**config.mk**
```make
export PLATFORM = sky130hd
export DESIGN_NAME = pixel_to_laser_sample_serpentine
export DESIGN_NICKNAME = d
export VERILOG_FILES = /design/src/pls_pkg.sv /design/src/pls_front.sv /design/src/pls_fifo.sv /design/src/pls_back.sv /design/src/pixel_to_laser_sample_serpentine.sv
export VERILOG_INCLUDE_DIRS = /design/src /design/src/src
export SDC_FILE = /design/constraint.sdc
export NUM_CORES = 2
export LEC_CHECK = 0
export ABC_AREA = 1
export BUFFER_PORTS_ARGS = -buffer_cell sky130_fd_sc_hd__buf_2
export CAP_MARGIN = 20
export CORE_AREA = 2 2 286 288
export CTS_CLUSTER_DIAMETER = 100
export DETAILED_ROUTE_END_ITERATION = 10
export DIE_AREA = 0 0 288 290
export MAX_ROUTING_LAYER = met4
export PLACE_DENSITY = 0.66
export SYNTH_ARGS = -nofsm -noshare
export SYNTH_HDL_FRONTEND = slang
export SYNTH_SLANG_ARGS = --single-unit
export TNS_END_PERCENT = 30
```
**constraint.sdc**
```tcl
create_clock -name aclk -period 14.9 [get_ports aclk]
set_clock_uncertainty 0.15 [all_clocks]
set_input_delay 2.235 -clock aclk [delete_from_list [all_inputs] [get_ports aclk]]
set_output_delay 2.235 -clock aclk [all_outputs]
set_load 0.05 [all_outputs]
```
**src/assert_macros.svh**
```systemverilog
// Assertion macros for the RTL files, included by pls_fifo
`ifndef ASSERT_MACROS_SVH
`define ASSERT_MACROS_SVH

// Clocked assertion, disabled while reset is asserted
`define PLS_ASSERT_RST(label, clk, rstn, prop, msg) \
    label: assert property (@(posedge clk) disable iff (!rstn) prop) else $error(msg);

// Same, on the block's own clock and reset
`define PLS_ASSERT(label, prop, msg) \
    `PLS_ASSERT_RST(label, aclk, aresetn, prop, msg)

`endif

```
**src/pls_pkg.sv**
```systemverilog
// Shared types and constants of the serpentine pixel to laser sample block
`default_nettype none
package pls_pkg;

    localparam logic [11:0] CH_MAX    = 12'd4095;
    localparam logic [11:0] MID_LEVEL = 12'd2048;
    localparam logic [12:0] DIM_LIMIT = 13'd4096;
    localparam logic [14:0] RECIP3    = 15'd21845;  // (2^16 - 1) / 3

    localparam logic [1:0] MODE_MONO = 2'd0;
    localparam logic [1:0] MODE_GREY = 2'd1;

    typedef enum logic [2:0] {
        CFG_COLOUR_MODE  = 3'd0,
        CFG_A_MINIMUM    = 3'd1,
        CFG_A_MAXIMUM    = 3'd2,
        CFG_B_MINIMUM    = 3'd3,
        CFG_B_MAXIMUM    = 3'd4,
        CFG_IMAGE_WIDTH  = 3'd5,
        CFG_IMAGE_HEIGHT = 3'd6
    } cfg_idx_t;

    typedef struct packed {
        logic [1:0]  colour_mode;
        logic [11:0] a_minimum;
        logic [11:0] a_maximum;
        logic [11:0] b_minimum;
        logic [11:0] b_maximum;
        logic [12:0] image_width;
        logic [12:0] image_height;
    } cfg_t;

    // One pixel after the front end: position known, colour still raw
    typedef struct packed {
        logic [11:0] x_position;
        logic [11:0] y_position;
        logic        last_of_image;
        logic [13:0] sum16;
        logic [11:0] red12;
        logic [11:0] green12;
        logic [11:0] blue12;
    } entry_t;

    typedef struct packed {
        logic full;
        logic not_empty;
    } q_stat_t;

    typedef struct packed {
        logic [11:0] a_raw;
        logic [11:0] b_raw;
        logic        c_enable;
        logic        b_en;
        logic [11:0] x_position;
        logic [11:0] y_position;
        logic        last_of_image;
    } sel_t;

    typedef struct packed {
        logic [23:0] a_prod;
        logic [23:0] b_prod;
        logic        c_enable;
        logic        b_en;
        logic [11:0] x_position;
        logic [11:0] y_position;
        logic        last_of_image;
    } prod_t;

endpackage
`default_nettype wire

```
**src/pls_front.sv**
```systemverilog
// Front end: scan position tracking and pixel classification
`default_nettype none
module pls_front
    import pls_pkg::*;
#(
    parameter int FIELD_SIZE = 4096
) (
    input  wire logic        aclk,
    input  wire logic        aresetn,
    input  wire cfg_t        cfg,
    input  wire logic        s_valid,
    output logic             s_ready,
    input  wire logic [15:0] s_red,
    input  wire logic [15:0] s_green,
    input  wire logic [15:0] s_blue,
    input  wire q_stat_t     q_stat,
    output logic             push,
    output entry_t           push_data
);

    localparam int OW = $clog2(FIELD_SIZE + 1);
    localparam int DW = (OW > 13) ? OW : 13;
    localparam logic [DW-1:0] FIELD = DW'(FIELD_SIZE);

    logic [11:0] col_reg, col_next;
    logic [11:0] row_reg, row_next;
    logic [12:0] w, h;
    logic [11:0] wm1, hm1;
    logic [DW-1:0] xdiff, ydiff;
    logic [11:0] xoff, yoff;
    logic [17:0] sum;
    logic        row_end, last;

    always_comb begin
        w = cfg.image_width;
        if (w == 13'd0) w = 13'd1;
        else if (w > DIM_LIMIT) w = DIM_LIMIT;
        h = cfg.image_height;
        if (h == 13'd0) h = 13'd1;
        else if (h > DIM_LIMIT) h = DIM_LIMIT;
    end

    assign wm1 = 12'(w - 13'd1);
    assign hm1 = 12'(h - 13'd1);

    // centring offset, zero when the image is at least as large as the field
    assign xdiff = (FIELD > DW'(w)) ? (FIELD - DW'(w)) : '0;
    assign ydiff = (FIELD > DW'(h)) ? (FIELD - DW'(h)) : '0;
    assign xoff  = xdiff[12:1];
    assign yoff  = ydiff[12:1];

    assign row_end = row_reg[0] ? (col_reg == 12'd0) : (col_reg >= wm1);
    assign last    = row_end && (row_reg >= hm1);

    assign sum = 18'(s_red) + 18'(s_green) + 18'(s_blue);

    assign s_ready = !q_stat.full;
    assign push    = s_valid && s_ready;

    always_comb begin
        push_data.x_position    = col_reg + xoff;
        push_data.y_position    = row_reg + yoff;
        push_data.last_of_image = last;
        push_data.sum16         = sum[17:4];
        push_data.red12         = s_red[15:4];
        push_data.green12       = s_green[15:4];
        push_data.blue12        = s_blue[15:4];
    end

    always_comb begin
        col_next = col_reg;
        row_next = row_reg;
        if (push) begin
            priority if (last) begin
                col_next = 12'd0;
                row_next = 12'd0;
            end else if (row_end) begin
                row_next = row_reg + 12'd1;
            end else if (row_reg[0]) begin
                col_next = col_reg - 12'd1;
            end else begin
                col_next = col_reg + 12'd1;
            end
        end
    end

    always_ff @(posedge aclk) begin
        if (!aresetn) begin
            col_reg <= 12'd0;
            row_reg <= 12'd0;
        end else begin
            col_reg <= col_next;
            row_reg <= row_next;
        end
    end

endmodule
`default_nettype wire

```
**src/pls_fifo.sv**
```systemverilog
// Two-entry queue between the front end and the channel pipeline
`default_nettype none
`include "assert_macros.svh"
module pls_fifo
    import pls_pkg::*;
(
    input  wire logic   aclk,
    input  wire logic   aresetn,
    input  wire logic   push,
    input  wire entry_t push_data,
    input  wire logic   pop,
    output entry_t      pop_data,
    output q_stat_t     q_stat
);

    entry_t      mem_reg [2];
    logic        wr_ptr_reg, wr_ptr_next;
    logic        rd_ptr_reg, rd_ptr_next;
    logic [1:0]  count_reg, count_next;

    assign q_stat.full      = (count_reg == 2'd2);
    assign q_stat.not_empty = (count_reg != 2'd0);
    assign pop_data         = mem_reg[rd_ptr_reg];

    always_comb begin
        wr_ptr_next = push ? !wr_ptr_reg : wr_ptr_reg;
        rd_ptr_next = pop ? !rd_ptr_reg : rd_ptr_reg;
        count_next  = count_reg + {1'b0, push} - {1'b0, pop};
    end

    always_ff @(posedge aclk) begin
        if (push) mem_reg[wr_ptr_reg] <= push_data;
    end

    always_ff @(posedge aclk) begin
        if (!aresetn) begin
            wr_ptr_reg <= 1'b0;
            rd_ptr_reg <= 1'b0;
            count_reg  <= 2'd0;
        end else begin
            wr_ptr_reg <= wr_ptr_next;
            rd_ptr_reg <= rd_ptr_next;
            count_reg  <= count_next;
        end
    end

    `PLS_ASSERT(a_no_push_full, push |-> !q_stat.full, "push into full queue")
    `PLS_ASSERT(a_no_pop_empty, pop |-> q_stat.not_empty, "pop from empty queue")
    `PLS_ASSERT(a_ptr_count, (count_reg == 2'd1) |-> (wr_ptr_reg != rd_ptr_reg),
        "queue pointers disagree with count")

endmodule
`default_nettype wire

```
**src/pls_back.sv**
```systemverilog
// Channel pipeline: average, mode select, scaling and output register
`default_nettype none
module pls_back
    import pls_pkg::*;
(
    input  wire logic    aclk,
    input  wire logic    aresetn,
    input  wire cfg_t    cfg,
    input  wire q_stat_t q_stat,
    input  wire entry_t  pop_data,
    output logic         pop,
    output logic         m_valid,
    input  wire logic    m_ready,
    output logic [11:0]  m_x_position,
    output logic [11:0]  m_y_position,
    output logic [11:0]  m_a_value,
    output logic [11:0]  m_b_value,
    output logic         m_c_enable,
    output logic         m_last_of_image
);

    // floor(p / 4095) for p up to 4095 * 4095: estimate is exact or one short
    function automatic logic [11:0] div4095(input logic [23:0] p);
        logic [24:0] t;
        logic [12:0] qe;
        logic [24:0] prod;
        logic [24:0] r;
        t    = 25'(p) + 25'(p[23:12]);
        qe   = t[24:12];
        prod = {qe, 12'd0} - 25'(qe);
        r    = 25'(p) - prod;
        if (r >= 25'd4095) qe = qe + 13'd1;
        return qe[11:0];
    endfunction

    sel_t  sel_reg, sel_next;
    prod_t prod_reg, prod_next;
    logic  va_reg, vb_reg, vo_reg;
    logic  ready_a, ready_b, ready_o;

    logic [11:0] x_reg, y_reg, a_reg, b_reg;
    logic        c_reg, last_reg;

    logic [28:0] recip;
    logic [12:0] q3;
    logic [13:0] rem3;
    logic [11:0] avg;
    logic [11:0] a_span, b_span;
    logic [11:0] a_out, b_out;

    assign ready_o = !vo_reg || m_ready;
    assign ready_b = !vb_reg || ready_o;
    assign ready_a = !va_reg || ready_b;
    assign pop     = q_stat.not_empty && ready_a;

    // average = floor(sum16 / 3) by reciprocal and one correction
    always_comb begin
        recip = 29'(pop_data.sum16) * 29'(RECIP3);
        q3    = recip[28:16];
        rem3  = pop_data.sum16 - 14'(q3) * 14'd3;
        avg   = (rem3 >= 14'd3) ? 12'(q3 + 13'd1) : q3[11:0];
    end

    always_comb begin
        sel_next.x_position    = pop_data.x_position;
        sel_next.y_position    = pop_data.y_position;
        sel_next.last_of_image = pop_data.last_of_image;
        sel_next.a_raw         = pop_data.red12;
        sel_next.b_raw         = pop_data.green12;
        sel_next.c_enable      = (pop_data.blue12 > MID_LEVEL);
        sel_next.b_en          = 1'b1;
        if (cfg.colour_mode == MODE_MONO) begin
            sel_next.a_raw    = (avg > MID_LEVEL) ? CH_MAX : 12'd0;
            sel_next.b_raw    = 12'd0;
            sel_next.c_enable = 1'b0;
            sel_next.b_en     = 1'b0;
        end else if (cfg.colour_mode == MODE_GREY) begin
            sel_next.a_raw    = avg;
            sel_next.b_raw    = 12'd0;
            sel_next.c_enable = 1'b0;
            sel_next.b_en     = 1'b0;
        end
    end

    assign a_span = (cfg.a_maximum >= cfg.a_minimum) ? (cfg.a_maximum - cfg.a_minimum) : 12'd0;
    assign b_span = (cfg.b_maximum >= cfg.b_minimum) ? (cfg.b_maximum - cfg.b_minimum) : 12'd0;

    always_comb begin
        prod_next.a_prod        = 24'(sel_reg.a_raw) * 24'(a_span);
        prod_next.b_prod        = 24'(sel_reg.b_raw) * 24'(b_span);
        prod_next.c_enable      = sel_reg.c_enable;
        prod_next.b_en          = sel_reg.b_en;
        prod_next.x_position    = sel_reg.x_position;
        prod_next.y_position    = sel_reg.y_position;
        prod_next.last_of_image = sel_reg.last_of_image;
    end

    assign a_out = div4095(prod_reg.a_prod) + cfg.a_minimum;
    assign b_out = prod_reg.b_en ? (div4095(prod_reg.b_prod) + cfg.b_minimum) : 12'd0;

    always_ff @(posedge aclk) begin
        if (ready_a) sel_reg <= sel_next;
        if (ready_b) prod_reg <= prod_next;
        if (ready_o) begin
            x_reg    <= prod_reg.x_position;
            y_reg    <= prod_reg.y_position;
            a_reg    <= a_out;
            b_reg    <= b_out;
            c_reg    <= prod_reg.c_enable;
            last_reg <= prod_reg.last_of_image;
        end
    end

    always_ff @(posedge aclk) begin
        if (!aresetn) begin
            va_reg <= 1'b0;
            vb_reg <= 1'b0;
            vo_reg <= 1'b0;
        end else begin
            if (ready_a) va_reg <= pop;
            if (ready_b) vb_reg <= va_reg;
            if (ready_o) vo_reg <= vb_reg;
        end
    end

    assign m_valid         = vo_reg;
    assign m_x_position    = x_reg;
    assign m_y_position    = y_reg;
    assign m_a_value       = a_reg;
    assign m_b_value       = b_reg;
    assign m_c_enable      = c_reg;
    assign m_last_of_image = last_reg;

endmodule
`default_nettype wire

```
**src/pixel_to_laser_sample_serpentine.sv**
```systemverilog
// Top level of the serpentine pixel to laser sample converter
//
// Pixels enter on the s_ channel (valid/ready), one 16-bit red, green and
// blue triple per transfer, in serpentine order: even rows left to right,
// odd rows right to left. Each pixel gives one sample on the m_ channel
// (valid/ready): centred x and y, scaled A and B values, the C enable and
// a flag on the last pixel of the image, after which the scan wraps.
// Registers are written through cfg_wr_en / cfg_index / cfg_wr_data, one
// per cycle; the user must write them only while no pixel is in flight,
// since the block itself does not enforce it. Throughput is one pixel per
// cycle while m_ready stays high, set by the three-stage channel pipeline
// behind a two-entry queue. When the receiver stalls, the pipeline and queue
// fill and then s_ready drops; nothing is lost. Synchronous reset (aresetn
// low) clears the scan position to column 0, row 0, empties the queue and
// pipeline, and restores register defaults; no clearing pass is needed.
`default_nettype none
module pixel_to_laser_sample_serpentine
    import pls_pkg::*;
#(
    parameter int FIELD_SIZE = 4096
) (
    input  wire logic        aclk,
    input  wire logic        aresetn,
    input  wire logic        cfg_wr_en,
    input  wire logic [2:0]  cfg_index,
    input  wire logic [12:0] cfg_wr_data,
    input  wire logic        s_valid,
    output logic             s_ready,
    input  wire logic [15:0] s_red,
    input  wire logic [15:0] s_green,
    input  wire logic [15:0] s_blue,
    output logic             m_valid,
    input  wire logic        m_ready,
    output logic [11:0]      m_x_position,
    output logic [11:0]      m_y_position,
    output logic [11:0]      m_a_value,
    output logic [11:0]      m_b_value,
    output logic             m_c_enable,
    output logic             m_last_of_image
);

    cfg_t    cfg_reg, cfg_next;
    q_stat_t q_stat;
    entry_t  push_data, pop_data;
    logic    push, pop;

    always_comb begin
        cfg_next = cfg_reg;
        if (cfg_wr_en) begin
            unique case (cfg_index)
                CFG_COLOUR_MODE:  cfg_next.colour_mode  = cfg_wr_data[1:0];
                CFG_A_MINIMUM:    cfg_next.a_minimum    = cfg_wr_data[11:0];
                CFG_A_MAXIMUM:    cfg_next.a_maximum    = cfg_wr_data[11:0];
                CFG_B_MINIMUM:    cfg_next.b_minimum    = cfg_wr_data[11:0];
                CFG_B_MAXIMUM:    cfg_next.b_maximum    = cfg_wr_data[11:0];
                CFG_IMAGE_WIDTH:  cfg_next.image_width  = cfg_wr_data;
                CFG_IMAGE_HEIGHT: cfg_next.image_height = cfg_wr_data;
                default: ;
            endcase
        end
    end

    always_ff @(posedge aclk) begin
        if (!aresetn) begin
            cfg_reg.colour_mode  <= MODE_MONO;
            cfg_reg.a_minimum    <= 12'd0;
            cfg_reg.a_maximum    <= CH_MAX;
            cfg_reg.b_minimum    <= 12'd0;
            cfg_reg.b_maximum    <= CH_MAX;
            cfg_reg.image_width  <= DIM_LIMIT;
            cfg_reg.image_height <= DIM_LIMIT;
        end else begin
            cfg_reg <= cfg_next;
        end
    end

    pls_front #(
        .FIELD_SIZE(FIELD_SIZE)
    ) u_front (
        .aclk      (aclk),
        .aresetn   (aresetn),
        .cfg       (cfg_reg),
        .s_valid   (s_valid),
        .s_ready   (s_ready),
        .s_red     (s_red),
        .s_green   (s_green),
        .s_blue    (s_blue),
        .q_stat    (q_stat),
        .push      (push),
        .push_data (push_data)
    );

    pls_fifo u_fifo (
        .aclk      (aclk),
        .aresetn   (aresetn),
        .push      (push),
        .push_data (push_data),
        .pop       (pop),
        .pop_data  (pop_data),
        .q_stat    (q_stat)
    );

    pls_back u_back (
        .aclk            (aclk),
        .aresetn         (aresetn),
        .cfg             (cfg_reg),
        .q_stat          (q_stat),
        .pop_data        (pop_data),
        .pop             (pop),
        .m_valid         (m_valid),
        .m_ready         (m_ready),
        .m_x_position    (m_x_position),
        .m_y_position    (m_y_position),
        .m_a_value       (m_a_value),
        .m_b_value       (m_b_value),
        .m_c_enable      (m_c_enable),
        .m_last_of_image (m_last_of_image)
    );

endmodule
`default_nettype wire

```
---- Word-level counts from Yosys, hierarchy flattened ----
Memories as Yosys holds them, arrays and structs flattened. A register that Yosys moved wholly into a read port is not among the register bits.
Index checks and enable logic that the tools add are counted.
Widths: inputs -> output; s select.
storage, ports and cells
  bits in writable memories ............... 150
  input bits .............................. 69
  output and inout bits ................... 52
  memories kept ........................... 1
  flip-flop bits (word level) ............. 283
  word-level logic and storage cells ...... 142
memories
  name            depth  bits a word  read ports  clocked after memory_dff  wr ports  line            source
  u_fifo.mem_reg  2      75           1           1                         1         pls_fifo.sv:16  entry_t mem_reg [2];
operators by class
  add/sub/neg operators ................... 27
  reductions and logical operators ........ 29
  $mul .................................... 4
  magnitude comparators ................... 13
  mux-type cells .......................... 24
  eq/ne operators ......................... 9
operator list
  kind                    count
  $mux 12                 11
  $mux 13                 6
  $add 12x1->12 const B   5
  $mux 26                 2
  $add 24x12->25          2
  $ge 25x12->1 const B    2
  $sub 24x25->25          2
  $sub 25x13->25          2
  $add 12x12->12          4
  $ge 12x12->1            4
  $mul 12x12->24          2
  $sub 12x1->12 const B   3
  $mul 14x15->29 const B  1
  $gt 13x13->1 const A    2
  $gt 13x13->1 const B    2
  $logic_not 13->1        2
  $sub 13x13->13 const A  2
  $gt 12x12->1 const B    2
  $sub 12x12->12          2
  $add 18x16->18          1
  $reduce_and 2->1        9
  $add 16x16->17          1
  $ge 14x2->1 const B     1
  $mul 13x2->14 const B   1
  other kinds (18)        35

---- Depth between registers and ports, before layout ----
  depth after elaboration ................. 9
  depth in mapped cells ................... 57
  depth with buffers taken out ............ 53

---- By module ----
A second synthesis with hierarchy kept.
unflattened totals
  cells, all modules ...................... 4,973
  area, all modules ....................... 41,707.5 µm²
by module, submodules not included
  module                            sequential area each (µm²)  area each (µm²)  times used  cells each
  pls_back                          5,345.1                     27,138.5         1           3,386
  pls_fifo                          4,604.4                     5,839.4          1           266
  pls_front                         480.5                       5,719.2          1           906
  pixel_to_laser_sample_serpentine  1,521.5                     3,010.4          1           415

---- Worst setup path before layout ----
No wires, ideal clock.
  kind .................................... register to register
  start point ............................. register (tool-made name)
  end point ............................... register u_back.sel_reg[49] (netlist name), data pin
  data required time ...................... 14.494 ns
  period minus slack after synthesis ...... 8.556 ns
  buffers on the path ..................... 4
  stages on the path, launching flop included .. 43
  library setup time ...................... 0.256 ns
  data arrival time ....................... 8.150 ns
  setup slack ............................. 6.344 ns
  path through ............................ dfxtp_1 inv_2 clkbuf_1 buf_1 nand2_1 nand2_1 ha_1 inv_1 fa_1 inv_1 fa_1 inv_1 fa_1 inv_1 fa_1 fa_1 ha_1 nand2_1 [... 7 more ...] fa_1 ha_1 a21oi_1 nor2_1 o21ai_1 nand3_2 nand2_1 nand3_1 nor3_2 nand3_2 buf_6 nand2_2 nand2_1 nor3_2 nand3_1 nand2_2 buf_6 nand2_2
RTL lines
  item                  line             source
  end signal, assigned  pls_back.sv:102  if (ready_a) sel_reg <= sel_next;
  end, declared         pls_back.sv:36   sel_t sel_reg, sel_next;

==> results.json <==
{
  "worst_pin_slew_ns": 0.9856,
  "status": "complete, no violations",
  "worst_path_largest_cell_delay_ns": 0.63,
  "async_reset_ff_share_pct": 0,
  "cts_root_buf": "clkbuf_16",
  "synth_fp_nets": 5634,
  "dpl_cell_area_um2": 41740,
  "fillers": 7556,
  "viasPerCell": 5.202,
  "synth-seq-cells": 434,
  "cts_sinks": 434,
  "clock.fmax_ghz": 0.09528,
  "netlist_instances": 4824,
  "holdCritStartpoint": "u_back.prod_next[3]$_DFFE_PN_",
  "period_needed_ns": 10.50,
  "dieArea_um2": 83520,
  "core_um2": 80160,
  "end_kind": "flip-flop",
  "min_path_type": "reg2reg",
  "io-pin-count": 121,
  "register_area_um2": 11950,
  "multi_input_area_um2": 24480,
  "die_w_um": 288,
  "post_cts_resized": 0,
  "dieHeight_um": 290,
  "rows": 104,
  "synth.distinct_cells": 55,
  "grt_pass1_vias": 31018,
  "cts.clk_slew.worst_paths_ns": 0.06,
  "cts_tree": "yes",
  "worstPathRequired_ns": 15.08,
  "cp_slowest_cell": "xor2_1",
  "grt_first_pass_wirelength_mm": 161.3,
  "criticalPathCategory": "reg2reg",
  "crit_fanout": 46,
  "htree_levels": 2,
  "grt_usage_pct": 24.70,
  "antenna_found_initial": 12,
  "maxCapViolCount": 0,
  "globalRouteOverflowTotal": 0,
  "cts_setup_buffers": 0,
  "hold_violations": 0,
  "avgSynthCellArea_um2": 8.293,
  "yosysTopAreaCell": "edfxtp_1",
  "grt_max_degree": 85,
  "syn_to_final_growth_pct": 8.473,
  "whs_ns": 0.2656,
  "clk_path_buf_depth": 3,
  "firstDrtPassIters": 5,
  "cp.arrival_ns": 10.67,
  "port_buffers": 120,
  "synth_edf_count": 326,
  "stdcell_area_um2": 43390,
  "globalplace.congestion": 0.9739,
  "crit_path_frequent_cell": "inv_1",
  "rsz0062_at_grt": "false",
  "rrSetupSlack_ns": 4.40,
  "largest_reg_flops": 150,
  "drv_slew": 0,
  "drtIter0Drc": 1995,
  "start_util_pct": 49.91,
  "postRouteAntennaNets": 0,
  "finalWirelength_mm": 99.33,
  "cts_buffers": 47,
  "synth_top_area_share_pct": 24.47,
  "worstSetupStartpointType": "flip-flop",
  "setup-violations-final": 0,
  "drc": 0,
  "routed-via-count": 31440,
  "post-route-period-util_pct": 70.44,
  "clk_latency_ns": 0.61,
  "hold_buffers": 0,
  "finalSetupTns_ns": 0,
  "ys.flop_type": "edfxtp_1",
  "maxSlewHeadroom_pct": 34.05,
  "drive_gt1_share_pct": 6.275,
  "yosys_warnings": 0,
  "synth_area_leaders": "edfxtp_1, ha_1, fa_1",
  "dp_hpwl_mm": 80.69,
  "netlist_area_um2": 40000,
  "final_nets": 5744,
  "yosysSeqAreaShare_pct": 29.88,
  "post_drt_wl_per_cell_um": 16.44
}
## routing by layer
metal | wire length [µm] | global-route usage [%] | up-vias
li1 | - | - | 15846
met1 | 45450 | 32.68 | 14746
met2 | 45840 | 39.96 | 697
met3 | 5311 | 3.208 | 151
met4 | 2731 | 6.559 | 0
met5 | 0 | - | -
## cells in the mapped netlist, types with 4 or more instances
cell and count:
o211ai_1 9, xnor2_1 87, nand2_2 23, nand3_2 6, and3_1 5, o21a_1 7, ha_1 483, a21o_1 25
o2111ai_1 4, a211oi_1 13, a21oi_1 286, nand2_1 1020, nor3_1 53, inv_2 20, a21oi_2 5, nor2_2 9
nand3b_1 14, buf_1 13, nand4_1 59, nor2_1 420, o21ai_1 11, fa_1 258, dfxtp_1 108, nor4_1 28
nand3_1 189, edfxtp_1 326, inv_1 848, or2_2 17, o21ai_0 172, a31oi_1 24, buf_2 4, a21boi_0 9
o21bai_1 20, clkinv_1 9, clkbuf_1 53, xor2_1 154
## critical path, delay by kind of cell (launching register included)
| kind | cells | cell delay, ns |
|---|---|---|
| flip-flops | 1 | 0.42 |
| buffers and inverters | 11 | 1.63 |
| XOR/XNOR | 2 | 1.17 |
| adder cells (fa/ha/maj) | 9 | 4.03 |
| AO/OA/AOI/OAI | 4 | 0.54 |
| AND/OR/NAND/NOR | 16 | 2.25 |
## cells by family after synthesis
logic type	count (synthesis)	share of synthesized area (%)
flip-flops	434	29.88
adder cells (fa/ha/maj)	741	28.02
AND/OR/NAND/NOR	1860	19.54
buffers and inverters	950	8.983
AO/OA/AOI/OAI	597	8.263
XOR/XNOR	242	5.317
## area by class of cell
cell class	instances	share of cell area [%]
Inverter	877	7.589
Multi-Input combinational cell	3440	56.41
Clock inverter	25	0.5767
Sequential cell	434	27.54
Antenna cell	12	0.06920
Timing Repair Buffer	134	1.701
Clock buffer	62	3.051
Tap cell	1060	3.056
## path summary, 6_finish.rpt
check	to	cells after the start
max	u_back.sel_reg[50]$_DFFE_PN_	42
min	u_back.prod_reg[3]$_DFFE_PP_	0
max reg2reg	u_back.sel_reg[50]$_DFFE_PN_	42
min reg2reg	u_back.prod_reg[3]$_DFFE_PP_	0
## layout by cell type, fill, tap and decap left out, types with 12 or more instances in the layout
cell,instances
diode_2,12
xor2_1,154
xnor2_1,87
nand2_2,25
edfxtp_1,326
inv_2,20
or2_2,17
buf_2,120
a31oi_1,24
o21ai_0,172
inv_1,847
nand3b_1,14
fa_1,258
nand2_1,1018
a211oi_1,13
clkbuf_16,48
nor3_1,53
nand3_1,189
ha_1,483
a21o_1,25
clkinv_1,13
nor4_1,28
a21oi_1,286
o21bai_1,20
nand4_1,59
buf_4,12
nor2_1,418
dfxtp_1,107
## metrics by stage
stage | std cells | setup slack [ns] | util (%)
after floorplan | 4824 | 6.344 | -
after global placement | 5943 | 4.462 | 52.08
after detailed placement | 5943 | 4.362 | 52.08
after CTS | 6030 | 4.312 | 54.04
after global routing | 6043 | 3.279 | 54.13
final | 6044 | 4.404 | 54.14
Power is not shown: default switching activity piles up to over one toggle a cycle in this logic, so the estimate is an artifact.
